$ cat config.mk
export PLATFORM = sky130hd
export DESIGN_NAME = antialiased_line_stepper
export DESIGN_NICKNAME = d
export VERILOG_FILES = /design/src/rtl/als_pkg.sv /design/src/rtl/als_front.sv /design/src/rtl/als_queue.sv /design/src/rtl/als_back.sv /design/src/rtl/antialiased_line_stepper.sv
export SDC_FILE = /design/constraint.sdc
export NUM_CORES = 2
export LEC_CHECK = 0
export BUFFER_PORTS_ARGS = -buffer_cell sky130_fd_sc_hd__clkbuf_2
export CAP_MARGIN = 20
export CORE_MARGIN = 2
export CORE_UTILIZATION = 55
export CTS_CLUSTER_DIAMETER = 200
export DETAILED_ROUTE_END_ITERATION = 10
export GPL_ROUTABILITY_DRIVEN = 0
export PLACE_DENSITY = 0.82
export SKIP_LAST_GASP = 1
export SLEW_MARGIN = 20
export SYNTH_ARGS = -nofsm -noshare
export SYNTH_HDL_FRONTEND = slang
export SYNTH_HIERARCHICAL = 1
export SYNTH_SLANG_ARGS = --single-unit
export TNS_END_PERCENT = 100
$ cat constraint.sdc
create_clock -name clk -period 10.5 [get_ports clk]
set_input_delay 2.625 -clock clk [delete_from_list [all_inputs] [get_ports clk]]
set_output_delay 2.625 -clock clk [all_outputs]
set_load 0.01 [all_outputs]
$ cat src/rtl/als_pkg.sv
// Shared types and constants for the anti-aliased line stepper.
// Used by every module of the block; depends on nothing else.
package als_pkg;

  localparam int COORD_BITS  = 12;
  localparam int FRAC_BITS   = 16;
  localparam int RGB_BITS    = 24;
  localparam int QUEUE_DEPTH = 2;

  typedef logic [COORD_BITS-1:0] coord_t;
  typedef logic [FRAC_BITS:0]    frac_t;
  typedef logic [RGB_BITS-1:0]   rgb_t;

  typedef enum logic {
    FUNC_LOAD = 1'b0,
    FUNC_STEP = 1'b1
  } func_t;

  typedef struct packed {
    func_t  func;
    coord_t x_start;
    coord_t y_start;
    coord_t x_end;
    coord_t y_end;
    rgb_t   line_rgb;
  } in_item_t;

  typedef struct packed {
    coord_t main_x;
    coord_t main_y;
    rgb_t   main_rgb;
    coord_t side_x;
    coord_t side_y;
    rgb_t   side_rgb;
    logic   side_valid;
    logic   last;
  } out_item_t;

  // Command passed from the front end to the stepping back end.
  typedef struct packed {
    logic   is_load;
    logic   steep;
    logic   y_desc;
    coord_t major_pos;
    coord_t major_end;
    coord_t minor_pos;
    frac_t  gradient;
    rgb_t   rgb;
  } cmd_t;

endpackage

$ cat src/rtl/als_front.sv
// Front end: accepts transactions, orders and classifies line loads and
// computes the gradient with a bit-serial restoring divider. Uses als_pkg.
module als_front
  import als_pkg::*;
(
  input  logic     clk,
  input  logic     rst_n,
  input  logic     in_valid,
  output logic     in_ready,
  input  in_item_t in_data,
  output logic     q_valid,
  input  logic     q_ready,
  output cmd_t     q_data
);

  localparam int CNT_W = $clog2(FRAC_BITS + 1);

  typedef enum logic [1:0] {
    ST_IDLE,
    ST_DIVIDE,
    ST_ISSUE
  } state_t;

  state_t               state_r;
  cmd_t                 cmd_r;
  logic [COORD_BITS:0]  rem_r;
  coord_t               div_r;
  logic                 zero_r;
  logic [CNT_W-1:0]     cnt_r;
  frac_t                quot_r;

  // Load classification.
  logic   swap;
  coord_t xa, ya, xb, yb, dx, dy, major_len, minor_len;
  logic   y_desc, steep;

  always_comb begin
    swap      = in_data.x_end < in_data.x_start;
    xa        = swap ? in_data.x_end   : in_data.x_start;
    ya        = swap ? in_data.y_end   : in_data.y_start;
    xb        = swap ? in_data.x_start : in_data.x_end;
    yb        = swap ? in_data.y_start : in_data.y_end;
    dx        = xb - xa;
    y_desc    = !(yb > ya);
    dy        = y_desc ? (ya - yb) : (yb - ya);
    steep     = dx < dy;
    major_len = steep ? dy : dx;
    minor_len = steep ? dx : dy;
  end

  // One quotient bit per cycle.
  logic                trial;
  logic [COORD_BITS:0] rem_left;

  always_comb begin
    trial    = rem_r >= {1'b0, div_r};
    rem_left = trial ? (rem_r - {1'b0, div_r}) : rem_r;
  end

  logic load_acc;

  always_comb begin
    in_ready = (state_r == ST_IDLE) && q_ready;
    load_acc = in_valid && in_ready && (in_data.func == FUNC_LOAD);
    q_valid  = 1'b0;
    q_data   = cmd_r;
    if (state_r == ST_ISSUE) begin
      q_valid         = 1'b1;
      q_data.gradient = zero_r ? '0 : quot_r;
    end else if ((state_r == ST_IDLE) && in_valid && (in_data.func == FUNC_STEP)) begin
      q_valid        = 1'b1;
      q_data.is_load = 1'b0;
    end
  end

  always_ff @(posedge clk) begin
    if (!rst_n) begin
      state_r <= ST_IDLE;
    end else begin
      case (state_r)
        ST_IDLE: begin
          if (load_acc) begin
            cmd_r.is_load   <= 1'b1;
            cmd_r.steep     <= steep;
            cmd_r.y_desc    <= y_desc;
            cmd_r.major_pos <= steep ? ya : xa;
            cmd_r.major_end <= steep ? yb : xb;
            cmd_r.minor_pos <= steep ? xa : ya;
            cmd_r.gradient  <= '0;
            cmd_r.rgb       <= in_data.line_rgb;
            rem_r           <= {1'b0, minor_len};
            div_r           <= major_len;
            zero_r          <= (major_len == '0);
            cnt_r           <= CNT_W'(FRAC_BITS);
            quot_r          <= '0;
            state_r         <= ST_DIVIDE;
          end
        end
        ST_DIVIDE: begin
          quot_r <= {quot_r[FRAC_BITS-1:0], trial};
          rem_r  <= {rem_left[COORD_BITS-1:0], 1'b0};
          cnt_r  <= cnt_r - 1'b1;
          if (cnt_r == '0) begin
            state_r <= ST_ISSUE;
          end
        end
        ST_ISSUE: begin
          if (q_ready) begin
            state_r <= ST_IDLE;
          end
        end
        default: begin
          state_r <= ST_IDLE;
        end
      endcase
    end
  end

endmodule

$ cat src/rtl/als_queue.sv
// Small command FIFO between the front end and the back end.
// Uses cmd_t from als_pkg.
module als_queue
  import als_pkg::*;
#(
  parameter int DEPTH = QUEUE_DEPTH
) (
  input  logic clk,
  input  logic rst_n,
  input  logic push_valid,
  output logic push_ready,
  input  cmd_t push_data,
  output logic pop_valid,
  input  logic pop_ready,
  output cmd_t pop_data
);

  localparam int PTR_W = (DEPTH > 1) ? $clog2(DEPTH) : 1;
  localparam int CNT_W = $clog2(DEPTH + 1);

  cmd_t             mem_r [DEPTH];
  logic [PTR_W-1:0] wr_ptr_r, rd_ptr_r;
  logic [CNT_W-1:0] count_r;
  logic             push, pop;

  assign push_ready = count_r != CNT_W'(DEPTH);
  assign pop_valid  = count_r != '0;
  assign pop_data   = mem_r[rd_ptr_r];
  assign push       = push_valid && push_ready;
  assign pop        = pop_valid && pop_ready;

  always_ff @(posedge clk) begin
    if (push) begin
      mem_r[wr_ptr_r] <= push_data;
    end
  end

  always_ff @(posedge clk) begin
    if (!rst_n) begin
      wr_ptr_r <= '0;
      rd_ptr_r <= '0;
      count_r  <= '0;
    end else begin
      if (push) begin
        wr_ptr_r <= (wr_ptr_r == PTR_W'(DEPTH - 1)) ? '0 : wr_ptr_r + 1'b1;
      end
      if (pop) begin
        rd_ptr_r <= (rd_ptr_r == PTR_W'(DEPTH - 1)) ? '0 : rd_ptr_r + 1'b1;
      end
      if (push && !pop) begin
        count_r <= count_r + 1'b1;
      end else if (pop && !push) begin
        count_r <= count_r - 1'b1;
      end
    end
  end

endmodule

$ cat src/rtl/als_back.sv
// Back end: holds the active line, emits one pixel pair per step command while
// a line is active, into an output register, and advances the coverage error. Uses als_pkg.
module als_back
  import als_pkg::*;
(
  input  logic      clk,
  input  logic      rst_n,
  input  logic      q_valid,
  output logic      q_ready,
  input  cmd_t      q_data,
  output logic      out_valid,
  input  logic      out_ready,
  output out_item_t out_data
);

  localparam frac_t FRAC_ONE = frac_t'(1) << FRAC_BITS;

  function automatic rgb_t scale_rgb(rgb_t rgb, frac_t weight);
    logic [FRAC_BITS+8:0] prod;
    rgb_t                 res;
    res = '0;
    for (int ch = 0; ch < 3; ch++) begin
      prod            = rgb[8*ch +: 8] * weight;
      res[8*ch +: 8]  = prod[FRAC_BITS +: 8];
    end
    return res;
  endfunction

  logic      active_r, steep_r, y_desc_r;
  coord_t    major_r, end_r, minor_r;
  frac_t     cov_r, grad_r;
  rgb_t      rgb_r;
  logic      out_valid_r;
  out_item_t out_r;

  logic      pop, do_step;
  out_item_t pix;
  frac_t     cov_sum;

  assign q_ready   = !out_valid_r || out_ready;
  assign pop       = q_valid && q_ready;
  assign do_step   = pop && !q_data.is_load && active_r;
  assign out_valid = out_valid_r;
  assign out_data  = out_r;
  assign cov_sum   = cov_r + grad_r;

  always_comb begin
    pix.main_rgb = scale_rgb(rgb_r, FRAC_ONE - cov_r);
    pix.side_rgb = scale_rgb(rgb_r, cov_r);
    pix.last     = major_r == end_r;
    if (steep_r) begin
      pix.main_x     = minor_r;
      pix.main_y     = major_r;
      pix.side_x     = minor_r + 1'b1;
      pix.side_y     = major_r;
      pix.side_valid = minor_r != '1;
    end else begin
      pix.main_x = major_r;
      pix.main_y = minor_r;
      pix.side_x = major_r;
      if (y_desc_r) begin
        pix.side_y     = minor_r - 1'b1;
        pix.side_valid = minor_r != '0;
      end else begin
        pix.side_y     = minor_r + 1'b1;
        pix.side_valid = minor_r != '1;
      end
    end
  end

  always_ff @(posedge clk) begin
    if (!rst_n) begin
      active_r    <= 1'b0;
      out_valid_r <= 1'b0;
    end else begin
      // A new pixel pair refills the output register in the cycle the old
      // one leaves, so the two never collide.
      if (do_step) begin
        out_valid_r <= 1'b1;
      end else if (out_ready) begin
        out_valid_r <= 1'b0;
      end
      if (pop && q_data.is_load) begin
        active_r <= 1'b1;
        steep_r  <= q_data.steep;
        y_desc_r <= q_data.y_desc;
        major_r  <= q_data.major_pos;
        end_r    <= q_data.major_end;
        minor_r  <= q_data.minor_pos;
        grad_r   <= q_data.gradient;
        rgb_r    <= q_data.rgb;
        cov_r    <= '0;
      end else if (do_step) begin
        out_r <= pix;
        if (pix.last) begin
          active_r <= 1'b0;
        end else begin
          major_r <= (steep_r && y_desc_r) ? major_r - 1'b1 : major_r + 1'b1;
          cov_r   <= {1'b0, cov_sum[FRAC_BITS-1:0]};
          if (cov_sum[FRAC_BITS]) begin
            minor_r <= (!steep_r && y_desc_r) ? minor_r - 1'b1 : minor_r + 1'b1;
          end
        end
      end
    end
  end

endmodule

$ cat src/rtl/antialiased_line_stepper.sv
// Top level of the anti-aliased line stepper.
// Instantiates als_front, als_queue and als_back; uses als_pkg.

// The block draws an anti-aliased line one pixel pair at a time. A load
// transaction (func = 0) supplies two endpoints and an RGB888 color and
// produces no result; a step transaction (func = 1) produces one result
// holding the main pixel, its neighbor across the line, both colors
// weighted by the coverage error, a flag telling whether the neighbor is on
// the canvas and a last flag on the end point. After the last step the line
// is inactive and further steps produce nothing until the next load. Step
// transactions flow at one per clock cycle while the queue has room. A load
// occupies the front end while it is accepted, while the serial gradient
// divider works out its FRAC_BITS + 1 quotient bits and until the command
// is handed to the queue; only then is the next transaction taken. Steps
// already queued keep draining from the back end meanwhile, and a result
// waiting in the output register does not block the input side until the
// queue fills.
module antialiased_line_stepper
  import als_pkg::*;
#(
  parameter int QUEUE_DEPTH_P = QUEUE_DEPTH
) (
  input  logic      clk,
  input  logic      rst_n,
  input  logic      in_valid,
  output logic      in_ready,
  input  in_item_t  in_data,
  output logic      out_valid,
  input  logic      out_ready,
  output out_item_t out_data
);

  // Front-to-queue and queue-to-back command transactions.
  logic f_valid, f_ready;
  cmd_t f_cmd;
  logic b_valid, b_ready;
  cmd_t b_cmd;

  als_front u_front (
    .clk      (clk),
    .rst_n    (rst_n),
    .in_valid (in_valid),
    .in_ready (in_ready),
    .in_data  (in_data),
    .q_valid  (f_valid),
    .q_ready  (f_ready),
    .q_data   (f_cmd)
  );

  als_queue #(
    .DEPTH (QUEUE_DEPTH_P)
  ) u_queue (
    .clk        (clk),
    .rst_n      (rst_n),
    .push_valid (f_valid),
    .push_ready (f_ready),
    .push_data  (f_cmd),
    .pop_valid  (b_valid),
    .pop_ready  (b_ready),
    .pop_data   (b_cmd)
  );

  als_back u_back (
    .clk       (clk),
    .rst_n     (rst_n),
    .q_valid   (b_valid),
    .q_ready   (b_ready),
    .q_data    (b_cmd),
    .out_valid (out_valid),
    .out_ready (out_ready),
    .out_data  (out_data)
  );

endmodule

# [Yosys cells after proc, flatten, opt, wreduce, memory -nomap -nowiden]
# Memory sizes are Yosys's and may differ from the RTL's. A register that Yosys moved wholly into a read port is not among the register bits.
# Cells that the tools add are included.
[word_totals] wordCells=166 register_bits=312 in_bits=77 memories=1 out_inout_bits=100 ramBits=160
[op_classes] eq_ne=9 multipliers=6 n_bitwise=2 n_addsub=15 n_reduce_logical=40 mux=56 order_cmp=4
[mem_list] memory="u_queue.mem_r" depth=2 width=80 rd=1 rd_ports_with_merged_regs=1 write_ports=1 line_no="als_queue.sv:21" source="cmd_t mem_r [DEPTH];"
[ops] cell="12-bit two-way mux" n=21
[ops] cell="8-bit by 17-bit multiplier with 24-bit output" n=6
[ops] cell="17-bit two-way mux" n=5
[ops] cell="24-bit two-way mux" n=2
[ops] cell="12-bit subtractor" n=4
[ops] cell="17-bit case mux with 2 select lines" n=1
[ops] cell="13-bit case mux with 2 select lines" n=1
[ops] cell="12-bit by 1-bit adder with 12-bit output (second input constant)" n=2
[ops] cell="12-bit < comparator" n=2
[ops] cell="12-bit by 1-bit subtractor with 12-bit output (second input constant)" n=2
[ops] cell="17-bit adder" n=1
[ops] cell="1-bit two-way mux" n=17
[ops] cell="17-bit subtractor (first input constant)" n=1
[ops] cell="3-bit AND reduction" n=5
[ops] cell="1-bit logical AND" n=14
[ops] cell="2-bit nonzero test" n=7
[ops] cell="13-bit by 12-bit >= comparator with 1-bit output" n=1
[ops] cell="13-bit two-way mux" n=1
[ops] cell="12-bit == test" n=1
[ops] cell="12-bit > comparator" n=1
[ops] cell="12-bit logical NOT" n=1
[ops] cell="12-bit != test (second input constant)" n=1
[ops] cell="12-bit nonzero test" n=1
[ops] cell="2-bit two-way mux" n=5
[ops] cell="other kinds (18)" n=29

# [Longest topological paths before layout]
[depth] ltp_word=10 ltp_mapped=38 depth_no_buf=29

# [Hierarchy]
# Netlist, hierarchy kept.
[modules_own_cells] module="als_back" area_per_inst_um2=30887.1 cells_per_inst=3221 seq_area_each_um2=5835.6 instances=1
[modules_own_cells] module="als_front" area_per_inst_um2=8753.4 cells_per_inst=952 seq_area_each_um2=3343.2 instances=1
[modules_own_cells] module="als_queue" area_per_inst_um2=5993.2 cells_per_inst=273 seq_area_each_um2=4904.7 instances=1

# [Worst setup path after synthesis]
# Ideal clock, no wire load.
[synth_path] path_kind="input-to-reg" from="input port out_ready" to="register u_back.out_valid_r, in the netlist u_back/out_valid" cell_stages=4 t_arrival_ns=10.673 setup_time_ns=0.115 n_path_buf=0 required_ns=10.385 setup_slack_ns=-0.287 path_cell_list="nand2b_1 > nand3_1 > nor3b_1 > o21bai_1"
[synth_between] elab_chain_len=5 word_cells_on_any_way=6 classes_between="1 x mux; 5 x reduce/logical"
[synth_rtl] element="start: declaration" line_no="antialiased_line_stepper.sv:29" source="input logic out_ready,"
[synth_rtl] element="1-bit logical OR" line_no="als_back.sv:40" source="assign q_ready = !out_valid_r || out_ready;"
[synth_rtl] element="1-bit logical AND" line_no="als_back.sv:41" source="assign pop = q_valid && q_ready;"
[synth_rtl] element="1-bit logical AND (2 in series)" line_no="als_back.sv:42" source="assign do_step = pop && !q_data.is_load && active_r;"
[synth_rtl] element="1-bit two-way mux or 2-bit nonzero test (tied branches)"
[synth_rtl] element="end signal: assignment" line_no="als_back.sv:74" source="out_valid_r <= 1'b0;"
[synth_rtl] element="end signal: assignment" line_no="als_back.sv:79" source="out_valid_r <= 1'b1;"
[synth_rtl] element="end signal: assignment" line_no="als_back.sv:81" source="out_valid_r <= 1'b0;"
[synth_rtl] element="end: declaration" line_no="als_back.sv:33" source="logic out_valid_r;"
# Several ways; a longest one is shown, not always the timed one.
# A chain may end at the register's enable or synchronous reset.

# [Final worst setup path]
[layout_path] from="input port in_data[63] (netlist name)" to="register u_front.zero_r (data pin)"
[layout_between] elab_chain_len=7 word_cells_on_any_way=13 classes_between="3 x add/sub; 3 x order compare; 6 x mux; 1 x reduce/logical"
[layout_rtl] element="start: declaration" line_no="antialiased_line_stepper.sv:27" source="input in_item_t in_data,"
[layout_rtl] element="12-bit < comparator" line_no="als_front.sv:38" source="swap = in_data.x_end < in_data.x_start;"
[layout_rtl] element="12-bit two-way mux, on equally long branches" line_no="als_front.sv:40, als_front.sv:42"
[layout_rtl] element="12-bit subtractor or 12-bit > comparator (tied branches)" line_no="als_front.sv:45, als_front.sv:44"
[layout_rtl] element="12-bit two-way mux" line_no="als_front.sv:45" source="dy = y_desc ? (ya - yb) : (yb - ya);"
[layout_rtl] element="12-bit < comparator" line_no="als_front.sv:46" source="steep = dx < dy;"
[layout_rtl] element="12-bit two-way mux (*)" line_no="als_front.sv:47" source="major_len = steep ? dy : dx;"
[layout_rtl] element="via u_front.major_len[10]" line_no="als_front.sv:34" source="coord_t xa, ya, xb, yb, dx, dy, major_len, minor_len;"
[layout_rtl] element="12-bit logical NOT (*)" line_no="als_front.sv:93" source="zero_r <= (major_len == '0);"
[layout_rtl] element="end signal: assignment" line_no="als_front.sv:93"
[layout_rtl] element="end: declaration" line_no="als_front.sv:28" source="logic zero_r;"
# The timed path passes the listed nets; every way through them passes the cells marked *.

==> impl_metrics.py <==
metrics = {
    "synth": {
        "synth-compound-area-share_pct": 7.551,
        "synth_ff_type": "edfxtp_1",
        "avgSynthCellArea_sq_um": 10.26,
        "postSynth.asyncResetShare_pct": 0,
        "synth_area_sq_um": 45630,
        "ys_types": 95,
        "synth-adder-area-share_pct": 31.46,
        "synth_simple_gate_area_share_pct": 16.25,
        "postSynthRegisterBits": 472,
        "synth_edf_count": 463,
        "synth_top_family_by_area": "adder cells",
        "synth_fp_nets": 5352,
        "yosysWarnings": 6,
        "synth_mux_area_share_pct": 3.847,
        "synth_cells": 4446,
        "synth-xor-area-share_pct": 3.049,
        "synth_seq_area_share_pct": 30.86,
    },
    "sta": {
        "relSlewSlack_pct": 22.53,
        "rsz0062_at_grt": "false",
        "clock.fmax_mhz": 107.0,
        "tns_ps": 0,
        "fin_crit_ps": 9342,
        "fin_skew_ps": 40.43,
        "tightestPinTransition_ps": 1162,
        "worst_slack_ps": 1158,
        "setup_viol": 0,
        "hold_violations": 0,
        "period_share_pct": 88.97,
        "slew_viol_final": 0,
    },
    "route": {
        "via_per_inst": 5.841,
        "routed-via-count": 32910,
        "drcViolationCount": 0,
        "wl_um": 108600,
        "postRouteAntennaNets": 0,
        "first_pass_iters": 6,
        "drt-initial-drc-count": 2780,
        "wl_per_cell_um": 19.27,
    },
    "critical_path": {
        "cp.required_ps": 10930,
        "critPathArrivalTime_ps": 9780,
        "crit_fanout": 28,
        "end_kind": "flop",
        "criticalPathCategory": "in -> reg",
        "crit_buf_inv": 4,
        "worst_setup_path_start_kind": "input pin",
        "r2r_setup_slack_ps": 3780,
        "cp_slowest_cell": "or4_1",
        "slowest_delay_ps": 570,
        "crit_family": "simple AND/OR/NAND/NOR gates",
        "cpMostUsedCell": "ha_1",
    },
    "grt": {
        "grt_max_degree": 77,
        "grt_pass1_vias": 33990,
        "grt.total_usage_pct": 25.67,
        "grt_pass1_wl_um": 175200,
        "overflow": 0,
        "antenna_found_initial": 2,
    },
    "placed_design": {
        "numPortBuffers": 176,
        "place_ws_ps": 726.9,
        "place_hpwl_um": 77480,
    },
    "job": {
        "drv_cap": 0,
    },
    "cells_and_area": {
        "ff_latch_area_sq_um": 14090,
        "final_common_cell": "inv_1",
        "multi_input_area_sq_um": 28420,
        "final_cell_mix": "596 x inv_1, 532 x and2_1, 516 x fa_1",
        "fillers": 6494,
        "synthToLayoutAreaGrowth_pct": 8.047,
        "nets": 5427,
        "antennaDiodeCount": 0,
        "drive_gt1_share_pct": 10.39,
    },
    "die": {
        "ios": 177,
        "core_sq_um": 82110,
        "dieArea_sq_um": 85290,
        "die_height_um": 292.0,
        "die_width_um": 292.0,
        "placementRows": 105,
        "start_util_pct": 55.58,
    },
    "status": {
        "outcome": "finished, final reports clean",
    },
    "clocking": {
        "post_cts_buffers": 0,
        "cts_tree": "yes",
        "cts_buffer_depth": 3,
        "cts.sinks": 472,
        "cts_inserted_buffers": 53,
        "cts_root_buf": "clkbuf_16",
        "postCtsHoldBufs": 0,
        "cts_resized": 0,
        "clock_latency_ps": 640,
        "htree_levels": 2,
        "clk_pin_slew_worst_paths_ps": 60,
    },
    "worst_hold_path": {
        "hp-class": "reg -> reg",
    },
}
==> layer usage <==
metal / part of all wire, % / up-vias / GRT usage, %
met5: 0.025 / - / 0
met4: 4.4 / 4 / 11.45
met3: 7.7 / 320 / 4.179
met2: 49 / 1385 / 43.84
met1: 39 / 16450 / 32.19
li1: - / 14750 / -
==> state kept, by name, summed over array words and instances, names as in the netlist, named ones only <==
name	cells
u_queue/mem_r	160
u_back/out_data	98
u_front/q_data	62
u_back/rgb_r	24
u_back/grad_r	17
u_front/quot_r	17
u_back/cov_r	16
u_front/rem_r	13
u_back/end_r	12
u_back/major_r	12
u_back/minor_r	12
u_front/div_r	12
u_front/cnt_r	5
u_front/state_r	2
u_queue/count_r	2
u_back/active_r	1
u_back/out_valid	1
u_back/steep_r	1
u_back/y_desc_r	1
u_front/zero_r	1
u_queue/rd_ptr_r	1
u_queue/wr_ptr_r	1
==> worst register-to-register path, cell delays in order, from the launching register on <==
cell and delay (ps):
edfxtp_1 420, nor4_2 530, and2b_1 250, nand2_1 90
or4_4 450, nor3_2 140, xnor2_1 160, buf_4 330
and2_1 220, fa_1 430, fa_1 520, fa_1 490
inv_1 50, fa_1 470, inv_1 50, ha_1 300
a21o_1 170, a21oi_1 130, o21ai_0 160, a211oi_1 280
a21oi_1 160, or3_1 340, a31oi_1 220, xnor2_1 100
==> cell families (layout without fill, tap and decap cells) <==
family	Yosys count	count (layout)
simple gates	1443	1443
fa+ha+maj	840	840
flops	472	472
buf+inv	831	949
xor+xnor	158	158
mux	164	164
compound gates	538	538
==> cell type report <==
| class | instances | share of cell area (%) |
|---|---|---|
| Clock buffer | 59 | 2.736 |
| Multi-Input combinational cell | 3143 | 57.65 |
| Sequential cell | 472 | 28.57 |
| Inverter | 598 | 4.555 |
| Clock inverter | 39 | 0.7917 |
| Timing Repair Buffer | 253 | 2.984 |
| Tap cell | 1070 | 2.715 |
==> synth_stat cells, types with 6 or more instances <==
| cell | number | area [sq um] |
|---|---|---|
| a211o_1 | 6 | 52.55 |
| a211oi_1 | 35 | 262.8 |
| a21boi_0 | 10 | 75.07 |
| a21o_1 | 26 | 195.2 |
| a21oi_1 | 133 | 665.6 |
| a31oi_1 | 32 | 200.2 |
| and2_1 | 532 | 3328 |
| and3_1 | 19 | 118.9 |
| buf_1 | 19 | 71.32 |
| buf_2 | 25 | 125.1 |
| clkbuf_1 | 184 | 690.7 |
| dfxtp_1 | 9 | 180.2 |
| edfxtp_1 | 463 | 13900 |
| fa_1 | 516 | 10330 |
| ha_1 | 313 | 3916 |
| inv_1 | 598 | 2245 |
| maj3_1 | 11 | 110.1 |
| mux2_2 | 91 | 1025 |
| mux2i_1 | 73 | 730.7 |
| nand2_1 | 450 | 1689 |
| nand2b_1 | 27 | 168.9 |
| nand3_1 | 44 | 220.2 |
| nand4_1 | 20 | 125.1 |
| nor2_1 | 198 | 743.2 |
| nor2b_1 | 30 | 187.7 |
| nor3_1 | 48 | 240.2 |
| nor4_1 | 12 | 75.07 |
| o211a_1 | 8 | 80.08 |
| o211ai_1 | 22 | 165.2 |
| o21a_1 | 23 | 172.7 |
| o21ai_0 | 147 | 735.7 |
| o21ai_1 | 9 | 45.04 |
| o22ai_1 | 9 | 56.30 |
| o31ai_1 | 12 | 90.09 |
| or2_2 | 12 | 75.07 |
| or3_1 | 9 | 56.30 |
| or4_1 | 6 | 45.04 |
| xnor2_1 | 101 | 884.6 |
| xor2_1 | 56 | 490.5 |
==> per-stage QoR <==
stage	instances	utilization, %	instance area, sq um	hold WS, ps
2_1_floorplan	4446	-	45640	421.5
6_report	5634	60.05	49310	418.9
4_1_cts	5633	60.02	49290	408.3
3_3_place_gp	5535	57.91	47550	424.2
5_1_grt	5634	60.05	49310	431.1
3_5_place_dp	5535	57.91	47550	429.0
==> path summary, 6_finish.rpt <==
kind / cells after the start / to / startpoint
setup / recovery: 29 / u_front/zero_r / in_data[63]
hold / removal: 0 / u_queue/mem_r[0][18] / u_front/q_data[18]
setup reg to reg: 23 / u_back/out_data[65] / u_back/cov_r[2]
hold reg to reg: 0 / u_queue/mem_r[0][18] / u_front/q_data[18]
Power is not shown: default switching activity piles up to over one toggle a cycle in this logic, so the estimate is an artifact.
